## src/rtl/rip_pkg.sv

```systemverilog
// ----------------------------------------------------------------------------
// Ring interference pixel generator package
// Shared widths, register map, ring rates and the quarter-wave |sin| table.
// ----------------------------------------------------------------------------
package rip_pkg;

  // Screen geometry and field widths
  localparam int SCREEN_WIDTH  = 320;
  localparam int SCREEN_HEIGHT = 240;
  localparam int PX_W          = 9;
  localparam int PY_W          = 8;
  localparam int ADDR_W        = 17;
  localparam int GRAY_W        = 8;
  localparam int CENTER_W      = 10;
  localparam int NUM_RINGS     = 3;

  // Datapath widths: dx in [-511, 1023], dy in [-511, 767], d2 < 2^21
  localparam int DIFF_W        = 12;
  localparam int SQ_W          = 2 * DIFF_W;
  localparam int D2_W          = 21;
  localparam int RATE_W        = 20;
  localparam int PROD_W        = D2_W + RATE_W;
  localparam int RATE_FRAC     = 34;
  localparam int TERM_W        = 8;

  // Pipeline depth: diff, d2, phase, lookup, sum
  localparam int NUM_STAGES    = 5;

  // Phase rates in turns per unit, 34 fraction bits
  localparam logic [RATE_W-1:0] RING_RATE [NUM_RINGS] = '{
    RATE_W'(546852), RATE_W'(546852), RATE_W'(273426)
  };

  // APB register map
  localparam int PDATA_W       = 32;
  localparam int PADDR_W       = 5;
  localparam int REG_IDX_W     = 3;

  localparam logic [REG_IDX_W-1:0] REG_CENTER_X_A = 3'd0;
  localparam logic [REG_IDX_W-1:0] REG_CENTER_Y_A = 3'd1;
  localparam logic [REG_IDX_W-1:0] REG_CENTER_X_B = 3'd2;
  localparam logic [REG_IDX_W-1:0] REG_CENTER_Y_B = 3'd3;
  localparam logic [REG_IDX_W-1:0] REG_CENTER_X_C = 3'd4;
  localparam logic [REG_IDX_W-1:0] REG_CENTER_Y_C = 3'd5;

  localparam logic signed [CENTER_W-1:0] CENTER_X_RESET [NUM_RINGS] = '{
    CENTER_W'(100), CENTER_W'(150), CENTER_W'(120)
  };
  localparam logic signed [CENTER_W-1:0] CENTER_Y_RESET [NUM_RINGS] = '{
    CENTER_W'(200), CENTER_W'(250), CENTER_W'(230)
  };

  // Sine table geometry
  localparam int TBL_BITS      = 10;
  localparam int TBL_SIZE      = 1 << TBL_BITS;
  localparam int HALF_SIZE     = TBL_SIZE / 2;
  localparam int QTR_SIZE      = TBL_SIZE / 4;
  localparam int QTR_W         = TBL_BITS - 2;
  localparam int HALF_W        = TBL_BITS - 1;

  localparam logic [63:0] HALF_PI_Q30 = 64'd1686629713;
  localparam int          ONE_Q30     = 30;
  localparam logic [TERM_W-1:0] TERM_PEAK = TERM_W'(128);

  // Taylor divisors (2k)(2k+1) for k = 1..7
  localparam logic [63:0] TAYLOR_DIV [7] = '{
    64'd6, 64'd20, 64'd42, 64'd72, 64'd110, 64'd156, 64'd210
  };

  typedef logic [TERM_W-1:0] qtr_tbl_t [QTR_SIZE];

  // floor(128*sin) over a quarter wave, Q30 Taylor series to x^15
  function automatic logic [TERM_W-1:0] quarter_value(int unsigned h);
    logic [63:0]        x;
    logic [63:0]        x2;
    logic [63:0]        term;
    logic [63:0]        res;
    logic signed [63:0] sum;
    if (h == 0) begin
      return '0;
    end
    if (h >= QTR_SIZE) begin
      return TERM_PEAK;
    end
    x    = (64'(h) * HALF_PI_Q30 + 64'(QTR_SIZE / 2)) / QTR_SIZE;
    x2   = (x * x) >> ONE_Q30;
    term = x;
    sum  = $signed(x);
    for (int k = 1; k <= 7; k++) begin
      term = (term * x2) >> ONE_Q30;
      term = term / TAYLOR_DIV[k-1];
      if (k % 2 == 1) begin
        sum = sum - $signed(term);
      end else begin
        sum = sum + $signed(term);
      end
    end
    if (sum < 0) begin
      sum = '0;
    end
    res = ($unsigned(sum) * 64'd128) >> ONE_Q30;
    if (res > 64'(TERM_PEAK)) begin
      res = 64'(TERM_PEAK);
    end
    return res[TERM_W-1:0];
  endfunction

  function automatic qtr_tbl_t build_qtr_tbl();
    qtr_tbl_t t;
    for (int h = 0; h < QTR_SIZE; h++) begin
      t[h] = quarter_value(h);
    end
    return t;
  endfunction

  localparam qtr_tbl_t QTR_TBL = build_qtr_tbl();

endpackage

```

## src/rtl/rip_ring_lane.sv

```systemverilog
// ----------------------------------------------------------------------------
// Ring lane
// One ring's term: difference, squared distance, phase index, |sin| lookup.
// Four register stages, all advancing on en_i.
// ----------------------------------------------------------------------------
module rip_ring_lane (
  input  logic                                  clk_i,
  input  logic                                  en_i,
  input  logic [rip_pkg::PX_W-1:0]              pixel_x_i,
  input  logic [rip_pkg::PY_W-1:0]              pixel_y_i,
  input  logic signed [rip_pkg::CENTER_W-1:0]   center_x_i,
  input  logic signed [rip_pkg::CENTER_W-1:0]   center_y_i,
  input  logic [rip_pkg::RATE_W-1:0]            rate_i,
  output logic [rip_pkg::TERM_W-1:0]            term_o
);
  import rip_pkg::*;

  logic signed [DIFF_W-1:0] dx_d, dx_q;
  logic signed [DIFF_W-1:0] dy_d, dy_q;
  logic signed [SQ_W-1:0]   sq_x, sq_y;
  logic [D2_W-1:0]          d2_d, d2_q;
  logic [PROD_W-1:0]        prod;
  logic [TBL_BITS-1:0]      idx_d, idx_q;
  logic [HALF_W-1:0]        half_pos;
  logic [HALF_W-1:0]        fold_pos;
  logic [TERM_W-1:0]        term_d, term_q;

  // Stage 1: offsets from the centre
  always_comb begin
    dx_d = $signed({{(DIFF_W-PX_W){1'b0}}, pixel_x_i}) - DIFF_W'(center_x_i);
    dy_d = $signed({{(DIFF_W-PY_W){1'b0}}, pixel_y_i}) - DIFF_W'(center_y_i);
  end

  // Stage 2: squared distance
  always_comb begin
    sq_x = dx_q * dx_q;
    sq_y = dy_q * dy_q;
    d2_d = D2_W'($unsigned(sq_x)) + D2_W'($unsigned(sq_y));
  end

  // Stage 3: phase as a turn fraction
  always_comb begin
    prod  = PROD_W'(d2_q) * PROD_W'(rate_i);
    idx_d = prod[RATE_FRAC-1 -: TBL_BITS];
  end

  // Stage 4: fold onto the quarter wave and look up
  always_comb begin
    half_pos = idx_q[HALF_W-1:0];
    if (half_pos > HALF_W'(QTR_SIZE)) begin
      fold_pos = HALF_W'(HALF_SIZE - int'(half_pos));
    end else begin
      fold_pos = half_pos;
    end
    if (fold_pos == HALF_W'(QTR_SIZE)) begin
      term_d = TERM_PEAK;
    end else begin
      term_d = QTR_TBL[fold_pos[QTR_W-1:0]];
    end
  end

  always_ff @(posedge clk_i) begin
    if (en_i) begin
      dx_q   <= dx_d;
      dy_q   <= dy_d;
      d2_q   <= d2_d;
      idx_q  <= idx_d;
      term_q <= term_d;
    end
  end

  assign term_o = term_q;

endmodule

```

## src/rtl/ring_interference_pixel_generator_core.sv

```systemverilog
// ----------------------------------------------------------------------------
// Ring interference pixel generator
// Gray level from three |sin| ring patterns plus the framebuffer address.
//
//   channel   direction  handshake                 beat
//   pixel     in         in_valid_i / in_ready_o   pixel_x_i, pixel_y_i
//   result    out        out_valid_o / out_ready_i fb_address_o, gray_o
//   config    in         APB psel/penable/pwrite   centre registers
//
// One pixel per cycle while the output is not stalled; each beat passes
// through the five-stage datapath (diff, square, phase multiply, table
// lookup, sum) to the output register.
// A stall on the output freezes every stage together; nothing is dropped.
// Reset clears the stage valid bits and loads the default centres.
// ----------------------------------------------------------------------------
module ring_interference_pixel_generator_core (
  input  logic                                clk_i,
  input  logic                                rst_ni,
  input  logic                                in_valid_i,
  output logic                                in_ready_o,
  input  logic [rip_pkg::PX_W-1:0]            pixel_x_i,
  input  logic [rip_pkg::PY_W-1:0]            pixel_y_i,
  output logic                                out_valid_o,
  input  logic                                out_ready_i,
  output logic [rip_pkg::ADDR_W-1:0]          fb_address_o,
  output logic [rip_pkg::GRAY_W-1:0]          gray_o,
  input  logic                                psel,
  input  logic                                penable,
  input  logic                                pwrite,
  input  logic [rip_pkg::PADDR_W-1:0]         paddr,
  input  logic [rip_pkg::PDATA_W-1:0]         pwdata,
  output logic [rip_pkg::PDATA_W-1:0]         prdata,
  output logic                                pready
);
  import rip_pkg::*;

  logic                              pipe_en;
  logic [NUM_STAGES-1:0]             vld_q;
  logic [ADDR_W-1:0]                 addr_d;
  logic [ADDR_W-1:0]                 addr_q [NUM_STAGES];
  logic [TERM_W-1:0]                 term   [NUM_RINGS];
  logic [GRAY_W+1:0]                 sum_full;
  logic [GRAY_W-1:0]                 gray_d, gray_q;

  logic signed [CENTER_W-1:0]        center_x_q [NUM_RINGS];
  logic signed [CENTER_W-1:0]        center_y_q [NUM_RINGS];
  logic                              cfg_wr;
  logic [REG_IDX_W-1:0]              reg_idx;
  logic signed [CENTER_W-1:0]        wr_val;

  // --------------------------------------------------------------------------
  // Configuration port
  // --------------------------------------------------------------------------
  assign pready  = 1'b1;
  assign cfg_wr  = psel && penable && pwrite;
  assign reg_idx = paddr[PADDR_W-1:2];
  assign wr_val  = $signed(pwdata[CENTER_W-1:0]);

  always_ff @(posedge clk_i or negedge rst_ni) begin
    if (!rst_ni) begin
      center_x_q <= CENTER_X_RESET;
      center_y_q <= CENTER_Y_RESET;
    end else if (cfg_wr) begin
      unique case (reg_idx)
        REG_CENTER_X_A: center_x_q[0] <= wr_val;
        REG_CENTER_Y_A: center_y_q[0] <= wr_val;
        REG_CENTER_X_B: center_x_q[1] <= wr_val;
        REG_CENTER_Y_B: center_y_q[1] <= wr_val;
        REG_CENTER_X_C: center_x_q[2] <= wr_val;
        REG_CENTER_Y_C: center_y_q[2] <= wr_val;
        default: ;
      endcase
    end
  end

  always_comb begin
    unique case (reg_idx)
      REG_CENTER_X_A: prdata = PDATA_W'(center_x_q[0]);
      REG_CENTER_Y_A: prdata = PDATA_W'(center_y_q[0]);
      REG_CENTER_X_B: prdata = PDATA_W'(center_x_q[1]);
      REG_CENTER_Y_B: prdata = PDATA_W'(center_y_q[1]);
      REG_CENTER_X_C: prdata = PDATA_W'(center_x_q[2]);
      REG_CENTER_Y_C: prdata = PDATA_W'(center_y_q[2]);
      default:        prdata = '0;
    endcase
  end

  // --------------------------------------------------------------------------
  // Pipeline control: all stages advance unless the output beat is held
  // --------------------------------------------------------------------------
  assign pipe_en     = !vld_q[NUM_STAGES-1] || out_ready_i;
  assign in_ready_o  = pipe_en;
  assign out_valid_o = vld_q[NUM_STAGES-1];

  always_ff @(posedge clk_i or negedge rst_ni) begin
    if (!rst_ni) begin
      vld_q <= '0;
    end else if (pipe_en) begin
      vld_q <= {vld_q[NUM_STAGES-2:0], in_valid_i};
    end
  end

  // --------------------------------------------------------------------------
  // Ring lanes
  // --------------------------------------------------------------------------
  for (genvar g = 0; g < NUM_RINGS; g++) begin : g_ring
    rip_ring_lane u_lane (
      .clk_i      (clk_i),
      .en_i       (pipe_en),
      .pixel_x_i  (pixel_x_i),
      .pixel_y_i  (pixel_y_i),
      .center_x_i (center_x_q[g]),
      .center_y_i (center_y_q[g]),
      .rate_i     (RING_RATE[g]),
      .term_o     (term[g])
    );
  end

  // --------------------------------------------------------------------------
  // Address path and final sum
  // --------------------------------------------------------------------------
  assign addr_d = ADDR_W'(pixel_x_i) + ADDR_W'(pixel_y_i) * ADDR_W'(SCREEN_WIDTH);

  always_comb begin
    sum_full = (GRAY_W+2)'(term[0]) + (GRAY_W+2)'(term[1]) + (GRAY_W+2)'(term[2]);
    // wrap to 8 bits
    gray_d   = sum_full[GRAY_W-1:0];
  end

  always_ff @(posedge clk_i) begin
    if (pipe_en) begin
      addr_q[0] <= addr_d;
      for (int s = 1; s < NUM_STAGES; s++) begin
        addr_q[s] <= addr_q[s-1];
      end
      gray_q <= gray_d;
    end
  end

  assign fb_address_o = addr_q[NUM_STAGES-1];
  assign gray_o       = gray_q;

  // --------------------------------------------------------------------------
  // Assertions
  // --------------------------------------------------------------------------
  a_stall_holds_valids: assert property (@(posedge clk_i) disable iff (!rst_ni)
    !pipe_en |=> vld_q == $past(vld_q))
    else $error("stage valid bits changed during a stall");

  a_accept_enters: assert property (@(posedge clk_i) disable iff (!rst_ni)
    in_valid_i && in_ready_o |=> vld_q[0])
    else $error("accepted beat missing from first stage");

  a_term_bound: assert property (@(posedge clk_i) disable iff (!rst_ni)
    vld_q[NUM_STAGES-2] |-> term[0] <= TERM_PEAK && term[1] <= TERM_PEAK
                            && term[2] <= TERM_PEAK)
    else $error("ring term above table peak");

  a_cfg_write: assert property (@(posedge clk_i) disable iff (!rst_ni)
    cfg_wr && reg_idx == REG_CENTER_X_A |=> center_x_q[0] == $past(wr_val))
    else $error("centre register write lost");

endmodule
```

## config.mk

```make
export PLATFORM = sky130hd
export DESIGN_NAME = ring_interference_pixel_generator_core
export DESIGN_NICKNAME = d
export VERILOG_FILES = /design/src/rtl/rip_pkg.sv /design/src/rtl/rip_ring_lane.sv /design/src/rtl/ring_interference_pixel_generator_core.sv
export SDC_FILE = /design/constraint.sdc
export NUM_CORES = 2
export LEC_CHECK = 0
export BUFFER_PORTS_ARGS = -buffer_cell sky130_fd_sc_hd__buf_2
export CORE_MARGIN = 2
export CORE_UTILIZATION = 60
export CTS_CLUSTER_DIAMETER = 150
export DETAILED_ROUTE_END_ITERATION = 10
export PLACE_DENSITY = 0.8
export SETUP_SLACK_MARGIN = 0.05
export SLEW_MARGIN = 25
export SYNTH_ARGS = -nofsm -noshare
export SYNTH_HDL_FRONTEND = slang
export SYNTH_SLANG_ARGS = --single-unit
```

## constraint.sdc

```tcl
create_clock -name clk_i -period 12.45 [get_ports clk_i]
set_input_delay 0.6225 -clock clk_i [delete_from_list [all_inputs] [get_ports clk_i]]
set_output_delay 0.6225 -clock clk_i [all_outputs]
set_load 0.05 [all_outputs]
```

==> impl_metrics.env <==
export IMPL_status="complete, no violations"
export IMPL_design_die_area_um2=92500
export IMPL_edff_count_synth=273
export IMPL_synth_seq_area_share=0.182
export IMPL_postSynthAreaPerCell_um2=10.0
export IMPL_cts_resized=0
export IMPL_asyncSetResetFlopFracSynth=0.192
export IMPL_timing_slew_headroom=0.360
export IMPL_area_growth_syn_to_layout_pct=4.81
export IMPL_finalNetCount=6998
export IMPL_cp_slowest_stage_delay_ns=0.87
export IMPL_io_pins=121
export IMPL_antenna_violations_before_repair=1
export IMPL_grt_setup_unrepaired="no"
export IMPL_final_number_of_max_transition_violations=0
export IMPL_drt_iter0_drc=2206
export IMPL_layout_core_utilization=0.632
export IMPL_global_route_usage_total=0.255
export IMPL_grt_first_pass_wirelength_mm=193
export IMPL_mapped_area_um2=54000
export IMPL_io_buffer_count=95
export IMPL_tritoncts="done"
export IMPL_clkTransAtPathRegs_ns=0.06
export IMPL_core_region_area_um2=89600
export IMPL_drv_max_cap_violation_count=0
export IMPL_critical_path_startpoint_type="register"
export IMPL_critPathRequiredTime_ns=12.76
export IMPL_cts_setup_buffers=0
export IMPL_row_count=110
export IMPL_clock_sinks=338
export IMPL_die_h_um=304
export IMPL_final_min_clock_period_ns=7.55
export IMPL_grt_max_degree=137
export IMPL_slowest_stage="sky130_fd_sc_hd__edfxtp_1"
export IMPL_post_drt_wl_per_cell_um=17.4
export IMPL_cts_path_max_buffers=3
export IMPL_worstHoldPathType="in2async"
export IMPL_clock_fmax_ghz=0.132
export IMPL_finalWirelength_mm=114
export IMPL_crit_path_buffers_inverters=5
export IMPL_critical_path_arrival_ns=7.86
export IMPL_total_negative_slack_ns=0
export IMPL_h_tree_lvls=2
export IMPL_crit_path_cell_trace="nand2_1 -> inv_1 -> fa_1 -> inv_1 -> fa_1 -> inv_1 -> fa_1 -> fa_1 -> fa_1 -> fa_1 -> inv_1 -> fa_1 -> inv_1 -> ha_1 -> and2_1 -> o21ai_0 -> o31ai_1 -> o41ai_1 -> o211ai_1 -> a21oi_1 -> xnor2_1"
export IMPL_cts_root_buffer="sky130_fd_sc_hd__clkbuf_16"
export IMPL_first_global_vias=39487
export IMPL_end_kind="register"
export IMPL_setup_violations_final=0
export IMPL_number_of_remaining_drc_errors=0
export IMPL_route_vias_total=36973
export IMPL_dieWidth_um=304
export IMPL_worstSetupPathType="reg2reg"
export IMPL_grt_overflow=0
export IMPL_dpl_wire_length_mm=91.3
export IMPL_post_synth_num_cell_types=101
export IMPL_postSynthNetCount=7038
export IMPL_hold_fix_buffers_at_cts=0
export IMPL_drt_vias_per_instance=5.64
export IMPL_critPathMaxFanout=20
export IMPL_tightestPinTransition_ns=0.959
export IMPL_cts_buffers_inserted=42
export IMPL_gp_congestion=0.929
export IMPL_initial_core_utilization=0.603
export IMPL_number_of_synthesis_warnings=0
export IMPL_critical_path_top_delay_family="adder cells"
export IMPL_final_min_period_over_clock_period=0.607
export IMPL_drtAntennaViolNets=0
export IMPL_num_antenna_cells=0
export IMPL_final_hold_violation_count=0
export IMPL_number_of_optimization_iterations_in_the_first_detailed_route_pass=5
export IMPL_synth_seq_cells=338
export IMPL_netlist_instances=5385
export IMPL_post_route_cells_drive_above_1_share=0.0561
export IMPL_clkLatencyLatePin_ns=0.59
export IMPL_fin_worst_skew_ns=0.0412
export IMPL_cell_mode_on_critical_path="sky130_fd_sc_hd__fa_1"
export IMPL_dominantRegCellSynth="sky130_fd_sc_hd__edfxtp_1"
==> state kept, by name, indices dropped and copies added, names as in the netlist <==
name,count
vld_q,5
center_x_q,30
g_ring.u_lane.dy_q,33
g_ring.u_lane.dx_q,33
gray_o,8
addr_q,85
center_y_q,30
g_ring.u_lane.d2_q,63
g_ring.u_lane.idx_q,27
g_ring.u_lane.term_o,24
==> routing by layer <==
layer  GRT usage  share of wire  up-vias
met4      0.0758          0.029        0
met3      0.0354          0.064      240
li1            -              -    17081
met2       0.444           0.50     1250
met5           0              0        -
met1       0.332           0.41    18402
==> final timing paths <==
| path | from | cells after the start | endpoint | slack [ns] |
|---|---|---|---|---|
| min reg2reg | addr_q[0][37] | 0 | addr_q[0][54] | 0.42 |
| min in group clk_i | in_valid_i | 2 | vld_q[0] | 0.26 |
| max reg2reg | g_ring[2].u_lane.dy_q[10] | 21 | g_ring[2].u_lane.d2_q[19] | 4.90 |
| max in group asynchronous | rst_ni | 2 | center_x_q[7] | 11.66 |
| min | rst_ni | 2 | center_y_q[12] | 0.20 |
| max | g_ring[2].u_lane.dy_q[10] | 21 | g_ring[2].u_lane.d2_q[19] | 4.90 |
==> logic make-up after synthesis <==
family                   count (synthesis)  share of synthesized area
AND/OR/NAND/NOR                       1045                     0.0937
multiplexers                            61                     0.0134
XOR/XNOR                               232                     0.0380
adder cells (fa/ha/maj)               1592                      0.486
other                                    1                  0.0000694
flip-flops                             338                      0.182
buffers and inverters                 1460                      0.106
AO/OA/AOI/OAI                          656                     0.0798
==> layout by cell type, fill, tap and decap left out, types with 12 or more instances in the layout <==
master	count
sky130_fd_sc_hd__inv_1	1247
sky130_fd_sc_hd__fa_1	847
sky130_fd_sc_hd__ha_1	745
sky130_fd_sc_hd__nand2_1	371
sky130_fd_sc_hd__edfxtp_1	273
sky130_fd_sc_hd__nor2_1	202
sky130_fd_sc_hd__o21ai_0	180
sky130_fd_sc_hd__xnor2_1	173
sky130_fd_sc_hd__a21oi_1	143
sky130_fd_sc_hd__and2_1	139
sky130_fd_sc_hd__buf_2	95
sky130_fd_sc_hd__nor2b_1	77
sky130_fd_sc_hd__nor3_1	71
sky130_fd_sc_hd__xor2_1	56
sky130_fd_sc_hd__nand3_1	46
sky130_fd_sc_hd__clkbuf_16	45
sky130_fd_sc_hd__dfrtp_1	40
sky130_fd_sc_hd__nand2b_1	38
sky130_fd_sc_hd__a211oi_1	38
sky130_fd_sc_hd__a31oi_1	34
sky130_fd_sc_hd__mux2_2	34
sky130_fd_sc_hd__a21o_1	31
sky130_fd_sc_hd__dfstp_2	25
sky130_fd_sc_hd__buf_4	24
sky130_fd_sc_hd__a21boi_0	23
sky130_fd_sc_hd__o211ai_1	20
sky130_fd_sc_hd__mux2i_1	20
sky130_fd_sc_hd__nand4_1	18
sky130_fd_sc_hd__or3_1	14
sky130_fd_sc_hd__and3_1	14
sky130_fd_sc_hd__a211o_1	13
sky130_fd_sc_hd__a311oi_1	13
sky130_fd_sc_hd__a22oi_1	13
sky130_fd_sc_hd__o21a_1	12
sky130_fd_sc_hd__o221ai_1	12
==> per-stage QoR <==
| stage | worst slack, ns | hold WS [ns] | std cells | instance area (um2) |
|---|---|---|---|---|
| final | 4.90 | 0.205 | 6555 | 56600 |
| after global routing | 4.46 | 0.254 | 6555 | 56600 |
| after CTS | 4.85 | 0.224 | 6555 | 56600 |
| after detailed placement | 4.89 | 0.405 | 6477 | 55200 |
| after global placement | 5.07 | 0.400 | 6477 | 55200 |
| after floorplan | 2.55 | 0.327 | 5385 | 54000 |
==> cell type report <==
class | count | area [um2]
inverter | 1256 | 4720
tap | 1176 | 1470
clock inverter | 24 | 284
timing repair buffer | 120 | 676
sequential | 338 | 9860
multi-input combinational | 3587 | 38500
fill | 6934 | 32900
clock buffer | 54 | 1180
==> cell usage after synthesis (12+ instances only) <==
master                     number  share of area
sky130_fd_sc_hd__o21ai_0      180          0.017
sky130_fd_sc_hd__mux2i_1       20         0.0037
sky130_fd_sc_hd__a211o_1       13         0.0021
sky130_fd_sc_hd__nand2b_1      39         0.0045
sky130_fd_sc_hd__buf_2         22         0.0020
sky130_fd_sc_hd__or3_1         14         0.0016
sky130_fd_sc_hd__a211oi_1      38         0.0053
sky130_fd_sc_hd__a21boi_0      23         0.0032
sky130_fd_sc_hd__o21a_1        12         0.0017
sky130_fd_sc_hd__a21o_1        31         0.0043
sky130_fd_sc_hd__inv_1       1247          0.087
sky130_fd_sc_hd__fa_1         847           0.31
sky130_fd_sc_hd__nand4_1       18         0.0021
sky130_fd_sc_hd__a311oi_1      13         0.0021
sky130_fd_sc_hd__nor2b_1       77         0.0089
sky130_fd_sc_hd__and3_1        14         0.0016
sky130_fd_sc_hd__o22ai_1       12         0.0014
sky130_fd_sc_hd__o221ai_1      12         0.0019
sky130_fd_sc_hd__xor2_1        56         0.0091
sky130_fd_sc_hd__nor2_1       202          0.014
sky130_fd_sc_hd__clkbuf_1     122         0.0085
sky130_fd_sc_hd__and2_1       140          0.016
sky130_fd_sc_hd__buf_4         43         0.0060
sky130_fd_sc_hd__dfstp_2       25          0.012
sky130_fd_sc_hd__a22oi_1       13         0.0018
sky130_fd_sc_hd__a31oi_1       34         0.0039
sky130_fd_sc_hd__dfrtp_1       40          0.019
sky130_fd_sc_hd__o211ai_1      20         0.0028
sky130_fd_sc_hd__edfxtp_1     273           0.15
sky130_fd_sc_hd__ha_1         745           0.17
sky130_fd_sc_hd__xnor2_1      173          0.028
sky130_fd_sc_hd__mux2_2        34         0.0071
sky130_fd_sc_hd__nand3_1       46         0.0043
sky130_fd_sc_hd__a21oi_1      143          0.013
sky130_fd_sc_hd__nor3_1        72         0.0067
sky130_fd_sc_hd__nand2_1      371          0.026
Power is not shown: default switching activity piles up to over one toggle a cycle in this logic, so the estimate is an artifact.
